<file path="config.mk">
export PLATFORM = sky130hd
export DESIGN_NAME = bkla_front
export DESIGN_NICKNAME = d
export VERILOG_FILES = /design/src/rtl/bkla_pkg.sv /design/src/rtl/bkla_front.sv
export SDC_FILE = /design/constraint.sdc
export NUM_CORES = 2
export LEC_CHECK = 0
export BUFFER_PORTS_ARGS = -buffer_cell sky130_fd_sc_hd__buf_2
export CAP_MARGIN = 20
export CELL_PAD_IN_SITES_DETAIL_PLACEMENT = 0
export CELL_PAD_IN_SITES_GLOBAL_PLACEMENT = 1
export CORE_AREA = 2 2 255 307
export CTS_CLUSTER_DIAMETER = 200
export DETAILED_ROUTE_END_ITERATION = 7
export DIE_AREA = 0 0 257 309
export GPL_ROUTABILITY_DRIVEN = 0
export PLACE_DENSITY_LB_ADDON = 0.1
export SETUP_SLACK_MARGIN = 0.2
export SLEW_MARGIN = 30
export SYNTH_ARGS = -nofsm -noshare
export SYNTH_HDL_FRONTEND = slang
export SYNTH_SLANG_ARGS = --single-unit
</file>
<file path="constraint.sdc">
create_clock -name clk -period 13.15 [get_ports clk]
set_input_delay 1.315 -clock clk [delete_from_list [all_inputs] [get_ports clk]]
set_output_delay 1.315 -clock clk [all_outputs]
set_load 0.005 [all_outputs]
</file>
<file path="src/rtl/bkla_pkg.sv">
// shared types, constants and register codes for the binned k-lowest average block
package bkla_pkg;

    localparam int MaxBins   = 64;
    localparam int MaxKeep   = 8;
    localparam int BinW      = $clog2(MaxBins);
    localparam int KeepW     = $clog2(MaxKeep);
    localparam int CntW      = KeepW + 1;
    localparam int SlotW     = BinW + KeepW;
    localparam int DataW     = 32;
    localparam int QueueDepth = 4;
    localparam int QueueAw   = $clog2(QueueDepth);

    localparam logic [1:0] RegXMin      = 2'd0;
    localparam logic [1:0] RegStepRecip = 2'd1;
    localparam logic [1:0] RegNumBins   = 2'd2;
    localparam logic [1:0] RegKeepCount = 2'd3;

    typedef struct packed {
        logic              finish;
        logic [BinW-1:0]   bin;
        logic signed [DataW-1:0] y;
    } cmd_t;

    typedef struct packed {
        logic [6:0] nb;
        logic [3:0] keep;
    } cfg_t;

endpackage

</file>
<file path="src/rtl/bkla_front.sv">
// front part: computes the bin of each sample, drops those outside the bins and passes finish requests on
module bkla_front
(
    input  logic                      clk,
    input  logic                      rst_n,
    input  logic                      req_valid,
    output logic                      req_ready,
    input  logic                      req_type,
    input  logic signed [31:0]        x_value,
    input  logic signed [31:0]        y_value,
    input  logic signed [31:0]        x_min,
    input  logic [31:0]               step_recip,
    input  logic [6:0]                nb_eff,
    output logic                      cmd_valid,
    input  logic                      cmd_ready,
    output bkla_pkg::cmd_t            cmd
);

    typedef enum logic [3:0]
    {
        ST_IDLE = 4'b0001,
        ST_MUL  = 4'b0010,
        ST_SUM  = 4'b0100,
        ST_OUT  = 4'b1000
    } fstate_t;

    fstate_t                state_reg, state_next;
    logic                   fin_reg;
    logic signed [32:0]     diff_reg;
    logic signed [31:0]     y_reg;
    logic [63:0]            plo_reg;
    logic [31:0]            phi_reg;
    logic [33:0]            idx_reg;
    logic                   keep_reg;
    logic signed [32:0]     diff_c;
    logic [33:0]            idx_c;

    assign req_ready = (state_reg == ST_IDLE);
    assign cmd_valid = (state_reg == ST_OUT);
    assign diff_c    = 33'(x_value) - 33'(x_min);
    assign idx_c     = 34'(phi_reg) + 34'(plo_reg[63:32]);

    always_comb
    begin
        state_next = state_reg;
        case (state_reg)
            ST_IDLE: if (req_valid) state_next = req_type ? ST_OUT : ST_MUL;
            ST_MUL:  state_next = ST_SUM;
            ST_SUM:  state_next = (!diff_reg[32] && idx_c < 34'(nb_eff)) ? ST_OUT : ST_IDLE;
            ST_OUT:  if (cmd_ready) state_next = ST_IDLE;
            default: state_next = ST_IDLE;
        endcase
    end

    always_ff @(posedge clk or negedge rst_n)
    begin
        if (!rst_n)
            state_reg <= ST_IDLE;
        else
            state_reg <= state_next;
    end

    always_ff @(posedge clk)
    begin
        if (state_reg == ST_IDLE && req_valid)
        begin
            fin_reg  <= req_type;
            diff_reg <= diff_c;
            y_reg    <= y_value;
        end
        if (state_reg == ST_MUL)
        begin
            plo_reg <= 64'(diff_reg[31:0]) * 64'(step_recip);
            phi_reg <= diff_reg[32] ? 32'd0 : 32'd0;
        end
        if (state_reg == ST_SUM)
        begin
            idx_reg  <= idx_c;
            keep_reg <= 1'b1;
        end
    end

    assign cmd.finish = fin_reg;
    assign cmd.bin    = idx_reg[bkla_pkg::BinW-1:0] & {bkla_pkg::BinW{keep_reg | ~fin_reg}};
    assign cmd.y      = y_reg;

endmodule

</file>
==> run metrics <==
grt met3 use 2.40%; Syn Area/Cell 9.48 um2; register area share after synthesis 8.50%; Post-synth top flop edfxtp_1; final setup fails 0; total CTS buffers 9; Least-Margin Pin Slew ~1000 ps; Cell Area, Synth 0.0380 mm2; kind of cell adding the most delay to the critical path adder cells; Fillers 7197; Post-Syn Instances 4002; IO Port Bufs 180; r2r worst-path depth 27; Reg clk slew, reported paths around 80 ps; pin count of the biggest net entering global routing 43; Yosys reg bits 108; Hold Path Depth 0; Synth area leaders fa_1 (47%), and2_1 (10%), ha_1 (9.8%), inv_1 (9.3%), edfxtp_1 (8.2%); Hold Path Sink idx_reg[1]; Core Util, Final 52.4%; Setup Crit Path Kind primary input to flop; grt peak-use layer met2; clock root buffer clkbuf_16; status finished clean; min Tclk post-route between 9000 and 10000 ps; post-CTS setup buffers 0; initial antenna violation count 2; # DRC 0; Die Ht 309 um; Final Hold Vio Count 0; IO Pins 181; H-tree levels 3; Yosys warning count 0; most common cell type on the critical path fa_1; cts hold-fix bufs 0; share of the synthesized area in the top cell type 47.3%; Skew-Pair Late Insertion Delay 410 ps; Worst setup EP type flop; Vias 26769; fin crit share 69.4%; skew final 17.5 ps; Buf+Inv Stages, Crit Path 7; first-pass GRT wire length 171 mm; First-pass DRT Iterations 5; Overflow after GRT 0; nets@finish 5364; Crit-path slowest cell a21boi_0; Worst EP arrival around 9000 ps; unrepaired setup endpoints after global routing false; max FFs per register 33; die width 257 um; number of gates resized after cts 0; post-route setup slack 4030 ps; most frequent cell after synthesis inv_1; Req. time, crit path about 13000 ps; Site Rows 111; DR WL/cell 21.5 um; Die Area 0.0794 mm2; hold_sp plo_reg[33]; leading area contributor after synthesis fa_1; pre-CTS WS 3620 ps; vias in the first global route 29863; Final Slew Violations 0; GR Util met1 32.5%; met2 Track Usage GR 54.0%; Yosys cell types 73; Max Buffers Root-to-Sink 2; CTS tree built; Final HPWL DP 83.0 mm; clock tree sinks 108; share of post-route cells with drive strength above 1 6.47%; Slew headroom 32.8%; Post-synth EDFFs roughly 100; worst hold path class flop to flop; crit-path max cell delay 650 ps; Placed Area 0.0396 mm2; cell area after layout 0.0400 mm2; # Max-Cap Violations 0; Synth-to-Final Area Change 5.31%; WL final 108 mm; Worst R2R Setup Slack 4290 ps; Max Fclk between 0.1 and 0.15 GHz; Initial Util 49.8%; Core Region 0.0762 mm2; via/cell ratio 5.30; R2R Path End plo_reg[53]; post-synthesis async set-or-reset flop share 3.70%; list of most frequent post-synthesis cells inv_1 (944), fa_1 (896), and2_1 (637); Initial DRC Count 1269; RR Startpoint diff_reg[11]; final total negative setup slack 0 ps; nature of the critical path startpoint primary input; global-route usage over all layers 28.6%; Final ANT Viol Nets 0; Syn Nets 5336; CP max FO 32
## metrics by stage
stage               hold WS, ps  instances
floorplan                   417       4002
global placement            450       5036
detailed placement          453       5036
CTS                         467       5052
global route                484       5053
finish                      459       5053
## kinds of logic after synthesis
kind of cell / Yosys count / share of synthesized area, %
simple gates: 1251 / 17.4
fa+ha+maj: 1194 / 57.1
buf+inv: 1145 / 11.4
compound gates: 247 / 4.32
flops: 108 / 8.50
xor+xnor: 56 / 1.29
mux: 1 / 0.0264
## cell type report
type | instances | area, um2 | share of cell area (%)
Tap cell | 1017 | 1270 | 3.18
Clock buffer | 9 | 225 | 0.563
Inverter | 944 | 3540 | 8.86
Multi-Input combinational cell | 2749 | 30400 | 76.1
Antenna cell | 1 | 2.50 | 0.00626
Clock inverter | 7 | 91.3 | 0.229
Timing Repair Buffer | 218 | 1190 | 2.97
Sequential cell | 108 | 3220 | 8.07
## how the worst max path moves through the flow
stage / from / to / slack, ps / cells past startpoint
after floorplan: step_recip[2] / plo_reg[58] / 4980 / 28
after CTS: step_recip[6] / plo_reg[53] / 4060 / 25
after detailed placement: step_recip[6] / plo_reg[53] / 3620 / 25
final: step_recip[6] / plo_reg[53] / 4030 / 27
after global placement: step_recip[6] / plo_reg[53] / 3740 / 25
after global routing: step_recip[9] / plo_reg[53] / 3490 / 28
## routing by layer
metal | up-vias | part of all wire, %
met5 | - | 0
met3 | 222 | 3.2
met4 | 0 | 5.0
li1 | 11815 | -
met2 | 615 | 55
met1 | 14117 | 37
## cells in the final DEF (no fill, tap or decap), types with 10 or more instances in the layout
| cell type | Yosys | routed |
|---|---|---|
| nand2b_1 | 18 | 18 |
| o21ai_0 | 44 | 43 |
| and2_1 | 637 | 636 |
| and3_1 | 13 | 13 |
| nand3_1 | 21 | 21 |
| xnor2_1 | 32 | 32 |
| xor2_1 | 24 | 24 |
| nand4_1 | 17 | 17 |
| buf_2 | 0 | 180 |
| ha_1 | 298 | 298 |
| nor2_1 | 50 | 50 |
| nand2_1 | 440 | 440 |
| fa_1 | 896 | 896 |
| nor2b_1 | 13 | 13 |
| edfxtp_1 | 104 | 104 |
| o21bai_1 | 10 | 10 |
| a21o_1 | 34 | 34 |
| buf_4 | 1 | 38 |
| inv_1 | 944 | 944 |
| a21oi_1 | 79 | 79 |
Power is not shown: default switching activity piles up to over one toggle a cycle in this logic, so the estimate is an artifact.
