$ cat src/rtl/bkla_pkg.sv
// shared types, constants and register codes for the binned k-lowest average block
package bkla_pkg;

    localparam int MaxBins   = 64;
    localparam int MaxKeep   = 8;
    localparam int BinW      = $clog2(MaxBins);
    localparam int KeepW     = $clog2(MaxKeep);
    localparam int CntW      = KeepW + 1;
    localparam int SlotW     = BinW + KeepW;
    localparam int DataW     = 32;
    localparam int QueueDepth = 4;
    localparam int QueueAw   = $clog2(QueueDepth);

    localparam logic [1:0] RegXMin      = 2'd0;
    localparam logic [1:0] RegStepRecip = 2'd1;
    localparam logic [1:0] RegNumBins   = 2'd2;
    localparam logic [1:0] RegKeepCount = 2'd3;

    typedef struct packed {
        logic              finish;
        logic [BinW-1:0]   bin;
        logic signed [DataW-1:0] y;
    } cmd_t;

    typedef struct packed {
        logic [6:0] nb;
        logic [3:0] keep;
    } cfg_t;

endpackage

$ cat src/rtl/bkla_queue.sv
// short request queue between the front and back parts
module bkla_queue
(
    input  logic            clk,
    input  logic            rst_n,
    input  logic            in_valid,
    output logic            in_ready,
    input  bkla_pkg::cmd_t  in_cmd,
    output logic            out_valid,
    input  logic            out_ready,
    output bkla_pkg::cmd_t  out_cmd
);

    bkla_pkg::cmd_t                   mem_reg [bkla_pkg::QueueDepth];
    logic [bkla_pkg::QueueAw-1:0]     wr_reg, rd_reg;
    logic [bkla_pkg::QueueAw:0]       cnt_reg;
    logic                             push, pop;

    assign in_ready  = (cnt_reg != (bkla_pkg::QueueAw+1)'(bkla_pkg::QueueDepth));
    assign out_valid = (cnt_reg != '0);
    assign push      = in_valid && in_ready;
    assign pop       = out_valid && out_ready;
    assign out_cmd   = mem_reg[rd_reg];

    always_ff @(posedge clk or negedge rst_n)
    begin
        if (!rst_n)
        begin
            wr_reg  <= '0;
            rd_reg  <= '0;
            cnt_reg <= '0;
        end
        else
        begin
            if (push) wr_reg <= wr_reg + 1'b1;
            if (pop)  rd_reg <= rd_reg + 1'b1;
            cnt_reg <= cnt_reg + (push ? 1'b1 : 1'b0) - (pop ? 1'b1 : 1'b0);
        end
    end

    always_ff @(posedge clk)
    begin
        if (push) mem_reg[wr_reg] <= in_cmd;
    end

endmodule

$ cat config.mk
export PLATFORM = sky130hd
export DESIGN_NAME = bkla_queue
export DESIGN_NICKNAME = d
export VERILOG_FILES = /design/src/rtl/bkla_pkg.sv /design/src/rtl/bkla_queue.sv
export SDC_FILE = /design/constraint.sdc
export NUM_CORES = 1
export LEC_CHECK = 0
export BUFFER_PORTS_ARGS = -buffer_cell sky130_fd_sc_hd__buf_2
export CORE_MARGIN = 2
export CORE_UTILIZATION = 51
export DETAILED_ROUTE_END_ITERATION = 12
export PLACE_DENSITY = 0.76
export SETUP_SLACK_MARGIN = 0.15
export SLEW_MARGIN = 5
export SYNTH_ARGS = -nofsm -noshare
export SYNTH_HDL_FRONTEND = slang
export SYNTH_SLANG_ARGS = --single-unit
$ cat constraint.sdc
create_clock -name clk -period 2.1 [get_ports clk]
set_clock_uncertainty 0.15 [all_clocks]
set_input_delay 0.105 -clock clk [delete_from_list [all_inputs] [get_ports clk]]
set_output_delay 0.105 -clock clk [all_outputs]
set_load 0.01 [all_outputs]
==> results.sh, run 1 <==
export IMPL_syn_instance_count=245
export IMPL_post_place_cells=485
export IMPL_numCtsBuffers=17
export IMPL_met3_length_um=660
export IMPL_cpMostUsedCell="ha_4"
export IMPL_synthDistinctLibCells=21
export IMPL_max_freq_mhz=462
export IMPL_fin_crit_sh_pct=103
export IMPL_crit_family="adder cells"
export IMPL_design_die_area_um2=12900
export IMPL_hold_path_class="input pin to register"
export IMPL_num_vias=3085
export IMPL_finalWorstSetupSlack_ns=-0.0656
export IMPL_hold_violations=0
export IMPL_gr_total_overflow=0
export IMPL_htreeDepth=4
export IMPL_drv_slew=0
export IMPL_largest_register_ffs=156
export IMPL_fin_crit_ns=2.17
export IMPL_tritoncts="done"
export IMPL_core_area_um2=11900
export IMPL_first_global_vias=3303
export IMPL_required_ns=2.25
export IMPL_via_per_inst=5.37
export IMPL_crit_path_end_kind="register"
export IMPL_drt_pass1_iter_count=4
export IMPL_hold_start="in_cmd[38]"
export IMPL_worstHoldEndpoint="mem_reg[2][38]"
export IMPL_ant_nets=0
export IMPL_status="complete, but fails checks"
export IMPL_place_hpwl_mm=6.32
export IMPL_clk_pin_slew_ns=0.06
export IMPL_grt_max_degree=24
export IMPL_cts_sinks=163
export IMPL_first_iter_violations=212
export IMPL_initial_core_util_pct=51.8
export IMPL_setup_violations=2
export IMPL_cts_root_buf="clkbuf_16"
export IMPL_track_usage_pct=19.0
export IMPL_gp_congestion=0.745
export IMPL_critPathArrivalTime_ns=2.32
export IMPL_reg2reg_to="cnt_reg[2]"
export IMPL_clock_path_buffers=2
export IMPL_syn_to_final_growth_pct=35.2
export IMPL_diodes=0
export IMPL_final_area_um2=8310
export IMPL_hold_depth=2
export IMPL_port_buffers=83
export IMPL_p_leak_nw=2.96
export IMPL_top_layer="met4"
export IMPL_worst_slew_pin_slew_ns=0.449
export IMPL_row_count=40
export IMPL_yosysSeqAreaShare_pct=79.1
export IMPL_rsz0062_at_grt="true"
export IMPL_powerDensity_nw_per_um2=1420
export IMPL_crit_chain="o31a_1, ha_4, inv_4, ha_4, inv_2, fa_2, xnor2_2, xnor2_1"
export IMPL_whs_ns=0.284
export IMPL_crit_type="register to register"
export IMPL_die_w_um=114
export IMPL_wire_per_inst_um=20.3
export IMPL_antenna_found_initial=0
export IMPL_die_h_um=114
export IMPL_drive_gt1_share_pct=46.1
export IMPL_path_depth=8
export IMPL_synth_seq_cells=163
export IMPL_cap_violations=0
export IMPL_io_pins=84
export IMPL_wl_mm=11.6
export IMPL_grt_first_pass_wirelength_mm=17.5
export IMPL_rrSetupSlack_ns=-0.07
export IMPL_worst_path_buf_inv=2
export IMPL_slowest_delay_ns=0.42
export IMPL_violations="setup timing"
export IMPL_r2r_start="cnt_reg[2]"
export IMPL_wl_met1_mm=4.71
export IMPL_syn_cell_area_um2=6140
export IMPL_instances_no_fill=574
export IMPL_syn_area_per_cell_um2=25.1
export IMPL_drc=0
export IMPL_syn_num_nets=295
export IMPL_clkLatencyLatePin_ns=0.42
export IMPL_startpoint_type="register"
export IMPL_ys_warn_count=0
export IMPL_critPathMaxFanout=4
export IMPL_fin_util_pct=70.0
export IMPL_reg2regPathDepth=8
export IMPL_nNetsFinal=464
export IMPL_slew_headroom_pct=69.7
export IMPL_power_mw=11.8
export IMPL_wl_met2_mm=6.07
export IMPL_max_vdd_ir_drop_mv=0.809
export IMPL_placed_cell_area_um2=6860
export IMPL_slowest_stage="dfrtp_1"
==> metal layers <==
layer / GRT usage [%] / up-vias
met5: 0 / -
met4: 7.80 / 0
met3: 7.33 / 16
met2: 30.8 / 91
met1: 23.2 / 1601
li1: - / 1377
==> layout by cell type (no fill, tap or decap), types with 3 or more instances in the layout <==
| cell type | n |
|---|---|
| dfrtp_2 | 3 |
| mux4_2 | 39 |
| clkinv_2 | 5 |
| inv_1 | 3 |
| ha_1 | 4 |
| buf_6 | 41 |
| nand2b_1 | 3 |
| and3b_2 | 4 |
| edfxtp_1 | 156 |
| dfrtp_1 | 4 |
| clkinv_1 | 5 |
| buf_4 | 17 |
| buf_12 | 9 |
| clkinvlp_4 | 3 |
| dlygate4sd3_1 | 43 |
| buf_2 | 46 |
| clkbuf_16 | 18 |
==> worst max-delay path by stage <==
stage	from	to
after floorplan	cnt_reg[0]	cnt_reg[2]
after global placement	cnt_reg[1]	cnt_reg[2]
after detailed placement	cnt_reg[1]	cnt_reg[2]
after CTS	cnt_reg[2]	cnt_reg[2]
after global routing	cnt_reg[0]	cnt_reg[2]
final	cnt_reg[2]	cnt_reg[2]
==> final cells by class <==
class | instances | area, µm²
multi-input combinational | 67 | 1200
timing repair buffer | 159 | 1510
clock buffer | 18 | 429
fill | 713 | 3550
inverter | 6 | 25.0
clock inverter | 14 | 96.3
tap | 147 | 184
sequential | 163 | 4860
==> per-stage QoR <==
step	TNS (ns)	worst slack, ns
after floorplan	-0.0649	-0.0649
after global placement	-0.0274	-0.0274
after detailed placement	-0.0613	-0.0613
after CTS	-0.0111	-0.00823
after global routing	-0.438	-0.132
final	-0.0677	-0.0656
==> Yosys cell counts <==
cell type    n  area share [%]
o211ai_1     2            0.24
buf_6        1            0.18
buf_2        4            0.33
buf_12       4             1.3
nand2b_1     4            0.41
and3b_1      4            0.57
o311ai_0     1            0.14
mux4_2      38              14
nand4bb_1    2            0.37
o31a_1       1            0.14
fa_1         1            0.33
dfrtp_1      7             2.9
mux4_1       1            0.43
edfxtp_1   156              76
nor3b_2      1            0.20
xnor2_1      3            0.43
or3_1        1            0.10
nand2_1      1           0.061
inv_1        6            0.37
ha_1         6             1.2
xor2_1       1            0.14
==> kinds of logic (layout without fill, tap and decap cells) <==
| kind of cell | count (synthesis) | after routing | synth area share [%] |
|---|---|---|---|
| flops | 163 | 163 | 79.1 |
| compound gates | 4 | 4 | 0.530 |
| simple gates | 13 | 13 | 1.71 |
| xor+xnor | 4 | 4 | 0.570 |
| mux | 39 | 39 | 14.4 |
| fa+ha+maj | 7 | 7 | 1.55 |
| buf+inv | 15 | 197 | 2.18 |
==> power breakdown <==
part           switching (mW)  internal (mW)  total [mW]  leakage, nW
sequential              0.217           4.30        4.52         1.51
clock                    1.15           1.59        2.74        0.253
combinational            1.93           2.62        4.56         1.20
total                    3.30           8.52        11.8         2.96
==> repair_timing <==
item	CTS	global route
endpoints found under the hold margin	166	0
gates cloned	2	1
resized for setup	37	22
pin swaps	3	6
endpoints found under the setup margin	41	41
hold buffers	43	0
buffers inserted	10	1
Power figures use the tool's default switching activity.
==> run 2, diff against run 1 <==
--- a/config.mk
+++ b/config.mk
@@ -5,10 +5,11 @@
 export SDC_FILE = /design/constraint.sdc
 export NUM_CORES = 1
 export LEC_CHECK = 0
-export BUFFER_PORTS_ARGS = -buffer_cell sky130_fd_sc_hd__buf_2
+export BUFFER_PORTS_ARGS = -buffer_cell sky130_fd_sc_hd__clkbuf_2
 export CORE_MARGIN = 2
 export CORE_UTILIZATION = 51
 export DETAILED_ROUTE_END_ITERATION = 12
+export GPL_TIMING_DRIVEN = 0
 export PLACE_DENSITY = 0.76
 export SETUP_SLACK_MARGIN = 0.15
 export SLEW_MARGIN = 5
==> run 2 against run 1 <==
First-iteration DRC count down 15%. Sequential share of layout area grew 0.17 points. Critical endpoint unchanged. Highest routed layer unchanged. Wire length grew 3.6%. Clock-buffer cell count is 1 higher. Final area shrank 0.27%. The flow still finishes with violations (setup timing).
==> results.sh, run 2 (synthesis gave the netlist of run 1 again) <==
export IMPL_status="complete, but fails checks"
export IMPL_violations="setup timing"
export IMPL_die_h_um=114
export IMPL_track_usage_pct=19.9
export IMPL_fillers=732
export IMPL_drive_gt1_share_pct=47.0
export IMPL_nNetsFinal=470
export IMPL_num_vias=3145
export IMPL_fin_crit_ns=2.23
export IMPL_tritoncts="done"
export IMPL_hold_path_class="input pin to register"
export IMPL_p_leak_nw=2.97
export IMPL_initial_core_util_pct=51.8
export IMPL_diodes=0
export IMPL_required_ns=2.28
export IMPL_hold_violations=0
export IMPL_first_iter_violations=181
export IMPL_row_count=40
export IMPL_largest_register_ffs=156
export IMPL_wire_per_inst_um=20.8
export IMPL_via_per_inst=5.43
export IMPL_startpoint_type="register"
export IMPL_numCtsBuffers=17
export IMPL_drc=0
export IMPL_max_vdd_ir_drop_mv=0.758
export IMPL_grt_first_pass_wirelength_mm=18.1
export IMPL_cap_violations=0
export IMPL_crit_type="register to register"
export IMPL_drt_pass1_iter_count=4
export IMPL_design_die_area_um2=12900
export IMPL_max_freq_mhz=449
export IMPL_core_area_um2=11900
export IMPL_slew_headroom_pct=59.1
export IMPL_whs_ns=0.0787
export IMPL_antenna_found_initial=0
export IMPL_clkLatencyLatePin_ns=0.42
export IMPL_placed_cell_area_um2=6760
export IMPL_drv_slew=0
export IMPL_first_global_vias=3368
export IMPL_finalWorstSetupSlack_ns=-0.129
export IMPL_fin_crit_sh_pct=106
export IMPL_dp_slack_ns=-0.246
export IMPL_die_w_um=114
export IMPL_place_hpwl_mm=5.77
export IMPL_syn_to_final_growth_pct=34.9
export IMPL_rsz0062_at_grt="true"
export IMPL_cts_root_buf="clkbuf_16"
export IMPL_final_area_um2=8290
export IMPL_instances_no_fill=579
export IMPL_gp_congestion=0.733
export IMPL_crit_path_end_kind="register"
export IMPL_final_cell_mix="edfxtp_1 (156), clkbuf_2 (77), dlygate4sd3_1 (43)"
export IMPL_wl_mm=12.0
export IMPL_cts_sinks=163
export IMPL_ant_nets=0
export IMPL_critPathMaxFanout=4
export IMPL_powerDensity_nw_per_um2=1440
export IMPL_worst_slew_pin_slew_ns=0.606
export IMPL_grt_max_degree=21
export IMPL_port_buffers=83
export IMPL_io_pins=84
export IMPL_setup_violations=1
export IMPL_critPathArrivalTime_ns=2.41
export IMPL_clk_pin_slew_ns=0.06
export IMPL_final_common_cell="edfxtp_1"
export IMPL_htreeDepth=4
export IMPL_post_place_cells=475
export IMPL_gr_total_overflow=0
export IMPL_fin_util_pct=69.9
export IMPL_clock_path_buffers=2
[run 2: changes by cell type in the layout (fill, tap and decap cells not counted), sizes merged]
cell and change:
inv +1, clkinv -4, buf -74, bufinv +2, and3b +4, clkbuf +77, clkinvlp -1
[run 2: critical path: stages (launching register included)]
cell and delay (ns):
dfrtp_2 0.45, nor3b_4 0.23, nand2b_4 0.18, ha_4 0.22, inv_4 0.05, ha_4 0.11, inv_2 0.03, fa_2 0.36
xnor2_2 0.20, xnor2_1 0.16
[run 2: where the power goes]
| part | switching, mW | internal (mW) | leakage [nW] |
|---|---|---|---|
| combinational | 2.03 | 2.43 | 1.19 |
| clock | 1.15 | 1.84 | 0.273 |
| sequential | 0.204 | 4.31 | 1.51 |
| total | 3.38 | 8.58 | 2.97 |
[run 2: routing by layer]
layer / track usage, % / share of wire, %
met1: 24.7 / 42
met2: 32.7 / 52
met3: 5.26 / 3.9
met4: 10.2 / 2.0
met5: 0 / 0
[run 2: final cells by class]
cell class	instances	area (µm²)	share of cell area [%]
well taps	147	184	2.22
repair buffers	152	1260	15.3
clock buffers	19	433	5.23
clock inverters	12	139	1.68
plain buffers	9	115	1.39
inverters	6	25.0	0.302
multi-input cells	71	1260	15.2
flip-flops and latches	163	4860	58.7
[run 2: repair_timing]
item	in CTS	in global routing
resized for setup	21	28
endpoints found under the hold margin	167	0
endpoints found under the setup margin	197	140
pin swaps	2	0
hold buffers	43	0
gates cloned	9	0
setup buffers	13	8
[run 2: through the flow]
| step | TNS (ns) | total power, mW |
|---|---|---|
| global placement | -13.53 | 7.70 |
| global route | -0.951 | 12.5 |
| detailed placement | -20.86 | 7.81 |
| floorplan | -0.0649 | 6.70 |
| finish | -0.129 | 12.0 |
| CTS | -0.379 | 11.6 |
[run 2: path summary, 6_finish.rpt]
kind                             from          to  slack, ns  cells past startpoint
max                        cnt_reg[1]  cnt_reg[2]      -0.13                      9
min                          in_valid   wr_reg[1]       0.08                      3
max reg2reg                cnt_reg[1]  cnt_reg[2]      -0.13                      9
min reg2reg                 wr_reg[1]   wr_reg[1]       0.48                      2
max in group asynchronous       rst_n  cnt_reg[1]       1.00                      3
min in group asynchronous       rst_n   wr_reg[1]       0.52                      3
==> run 3, diff against run 2 <==
--- a/config.mk
+++ b/config.mk
@@ -7,10 +7,10 @@
 export LEC_CHECK = 0
 export BUFFER_PORTS_ARGS = -buffer_cell sky130_fd_sc_hd__clkbuf_2
 export CORE_MARGIN = 2
-export CORE_UTILIZATION = 51
+export CORE_UTILIZATION = 35
 export DETAILED_ROUTE_END_ITERATION = 12
 export GPL_TIMING_DRIVEN = 0
-export PLACE_DENSITY = 0.76
+export PLACE_DENSITY = 0.56
 export SETUP_SLACK_MARGIN = 0.15
 export SLEW_MARGIN = 5
 export SYNTH_ARGS = -nofsm -noshare
==> run 3 against run 2 <==
The run still ends with setup timing left. Sequential power about the same. Sequential share of layout area increased by 1.1 points. Clock power decreased by 5%. Combinational power decreased by 11%. Clock-buffer cell count unchanged. Non-clock buffer count decreased by 11. Final area decreased by 1.8%. Maximum frequency decreased by 3.0%. Critical endpoint unchanged. Worst setup slack got worse by 0.070 ns. Wire length decreased by 1.6%. Hold slack improved by 0.094 ns. Largest cell class unchanged. Power decreased by 5.2%.
==> results.sh, run 3 (synthesis gave the netlist of run 1 again) <==
export IMPL_switching_power_mw=3.28
export IMPL_first_global_vias=3315
export IMPL_gp_congestion=0.699
export IMPL_finalWorstSetupSlack_ns=-0.198
export IMPL_drc=0
export IMPL_crit_path_end_kind="register"
export IMPL_combPwrFrac_pct=35.0
export IMPL_cts_sinks=163
export IMPL_cts_root_buf="clkbuf_16"
export IMPL_instances_no_fill=642
export IMPL_power_frac_seq_pct=39.9
export IMPL_clkLatencyLatePin_ns=0.41
export IMPL_power_mw=11.3
export IMPL_setup_violations=176
export IMPL_violations="setup timing"
export IMPL_initial_core_util_pct=35.6
export IMPL_ant_nets=0
export IMPL_htreeDepth=4
export IMPL_critPathArrivalTime_ns=2.45
export IMPL_final_cell_mix="edfxtp_1 (156), clkbuf_2 (82), dlygate4sd3_1 (43)"
export IMPL_wire_per_inst_um=18.5
export IMPL_crit_type="register to register"
export IMPL_max_vdd_ir_drop_mv=0.813
export IMPL_die_w_um=136
export IMPL_critPathMaxFanout=8
export IMPL_first_iter_violations=162
export IMPL_port_buffers=83
export IMPL_pwr_share_clk_pct=25.1
export IMPL_nNetsFinal=455
export IMPL_cap_violations=0
export IMPL_required_ns=2.25
export IMPL_hold_violations=0
export IMPL_hold_path_class="input pin to register"
export IMPL_diodes=0
export IMPL_clock_path_buffers=2
export IMPL_worst_slew_pin_slew_ns=1.13
export IMPL_place_hpwl_mm=6.36
export IMPL_slew_headroom_pct=24.8
export IMPL_whs_ns=0.172
export IMPL_num_vias=3010
export IMPL_crit_family="adder cells"
export IMPL_syn_to_final_growth_pct=32.4
export IMPL_switching_share_pct=28.9
export IMPL_numCtsBuffers=17
export IMPL_max_freq_mhz=435
export IMPL_drv_slew=0
export IMPL_cpMostUsedCell="ha_4"
export IMPL_wl_mm=11.9
export IMPL_slowest_stage="dfrtp_2"
export IMPL_final_area_um2=8140
export IMPL_status="complete, but fails checks"
export IMPL_grt_first_pass_wirelength_mm=18.1
export IMPL_fin_crit_ns=2.30
export IMPL_final_common_cell="edfxtp_1"
export IMPL_die_h_um=136
export IMPL_antenna_found_initial=0
export IMPL_powerDensity_nw_per_um2=1390
export IMPL_tritoncts="done"
export IMPL_drive_gt1_share_pct=45.6
export IMPL_clk_pin_slew_ns=0.06
export IMPL_dp_slack_ns=-0.263
export IMPL_placed_cell_area_um2=6850
export IMPL_track_usage_pct=13.7
export IMPL_core_area_um2=17200
export IMPL_slowest_delay_ns=0.44
export IMPL_row_count=48
export IMPL_crit_chain="nor3b_4, nand2b_4, ha_4, inv_4, ha_4, inv_2, fa_2, xnor2_2, xnor2_1"
export IMPL_design_die_area_um2=18600
export IMPL_worst_path_buf_inv=2
export IMPL_largest_register_ffs=156
export IMPL_post_place_cells=553
export IMPL_startpoint_type="register"
export IMPL_fin_crit_sh_pct=109
export IMPL_p_int_mw=8.05
export IMPL_rsz0062_at_grt="true"
export IMPL_gr_total_overflow=0
export IMPL_p_leak_nw=2.88
export IMPL_io_pins=84
export IMPL_drt_pass1_iter_count=4
export IMPL_via_per_inst=4.69
export IMPL_grt_max_degree=40
run 3: cell count changes in the layout (fill, tap and decap cells not counted), moves of 4 or more:
cell,change
buf_6,-9
and3b_4,-8
clkinv_1,-4
buf_4,-5
and3b_2,+4
clkbuf_2,+5
run 3: final timing paths:
path | from | endpoint | slack, ns | cells after the start
max | cnt_reg[0] | cnt_reg[2] | -0.20 | 9
min | in_valid | cnt_reg[0] | 0.17 | 5
max reg2reg | cnt_reg[0] | cnt_reg[2] | -0.20 | 9
min reg2reg | wr_reg[1] | wr_reg[1] | 0.45 | 2
max in group asynchronous | rst_n | cnt_reg[1] | 1.01 | 3
min in group asynchronous | rst_n | wr_reg[0] | 0.51 | 3
run 3: tightest hold or removal path, cell delays in order:
cell,delay [ns]
clkbuf_2,0.15
nand2b_4,0.10
ha_4,0.20
inv_4,0.04
ha_4,0.11
run 3: cell type report:
cell class / instances / area (µm²)
fillers: 1495 / 9100
flip-flops and latches: 163 / 4860
multi-input cells: 67 / 1200
repair buffers: 141 / 1100
clock buffers: 19 / 433
well taps: 225 / 282
plain buffers: 9 / 120
clock inverters: 12 / 109
inverters: 6 / 25.0
run 3: metal layers:
layer  part of all wire [%]  vias to the layer above  GRT usage [%]
li1                       -                     1363              -
met4                    1.4                        0           5.21
met2                     51                       73           22.4
met5                      0                        -              0
met3                    3.4                       12           3.47
met1                     44                     1562           17.7
run 3: power groups by stage:
stage | Clock (mW) | Sequential, mW | Combinational [mW]
after floorplan | 0 | 4.52 | 2.18
after global placement | 0 | 4.57 | 3.27
after detailed placement | 0 | 4.60 | 3.30
after CTS | 2.91 | 4.54 | 4.00
after global routing | 3.04 | 4.59 | 4.31
final | 2.84 | 4.52 | 3.97
run 3: repair_timing:
action	4_1_cts	5_1_grt
hold endpoints to repair	167	0
gates resized for setup	15	4
hold buffers	43	0
pin swaps	3	3
buffers inserted	7	3
gates cloned	5	0
endpoints found under the setup margin	196	198
run 3: stage by stage:
stage	util (%)	TNS (ns)
after detailed placement	39.8	-31.26
after global routing	47.2	-40.88
after floorplan	-	-0.0649
after CTS	47.0	-29.24
after global placement	39.8	-30.46
final	47.2	-12.23
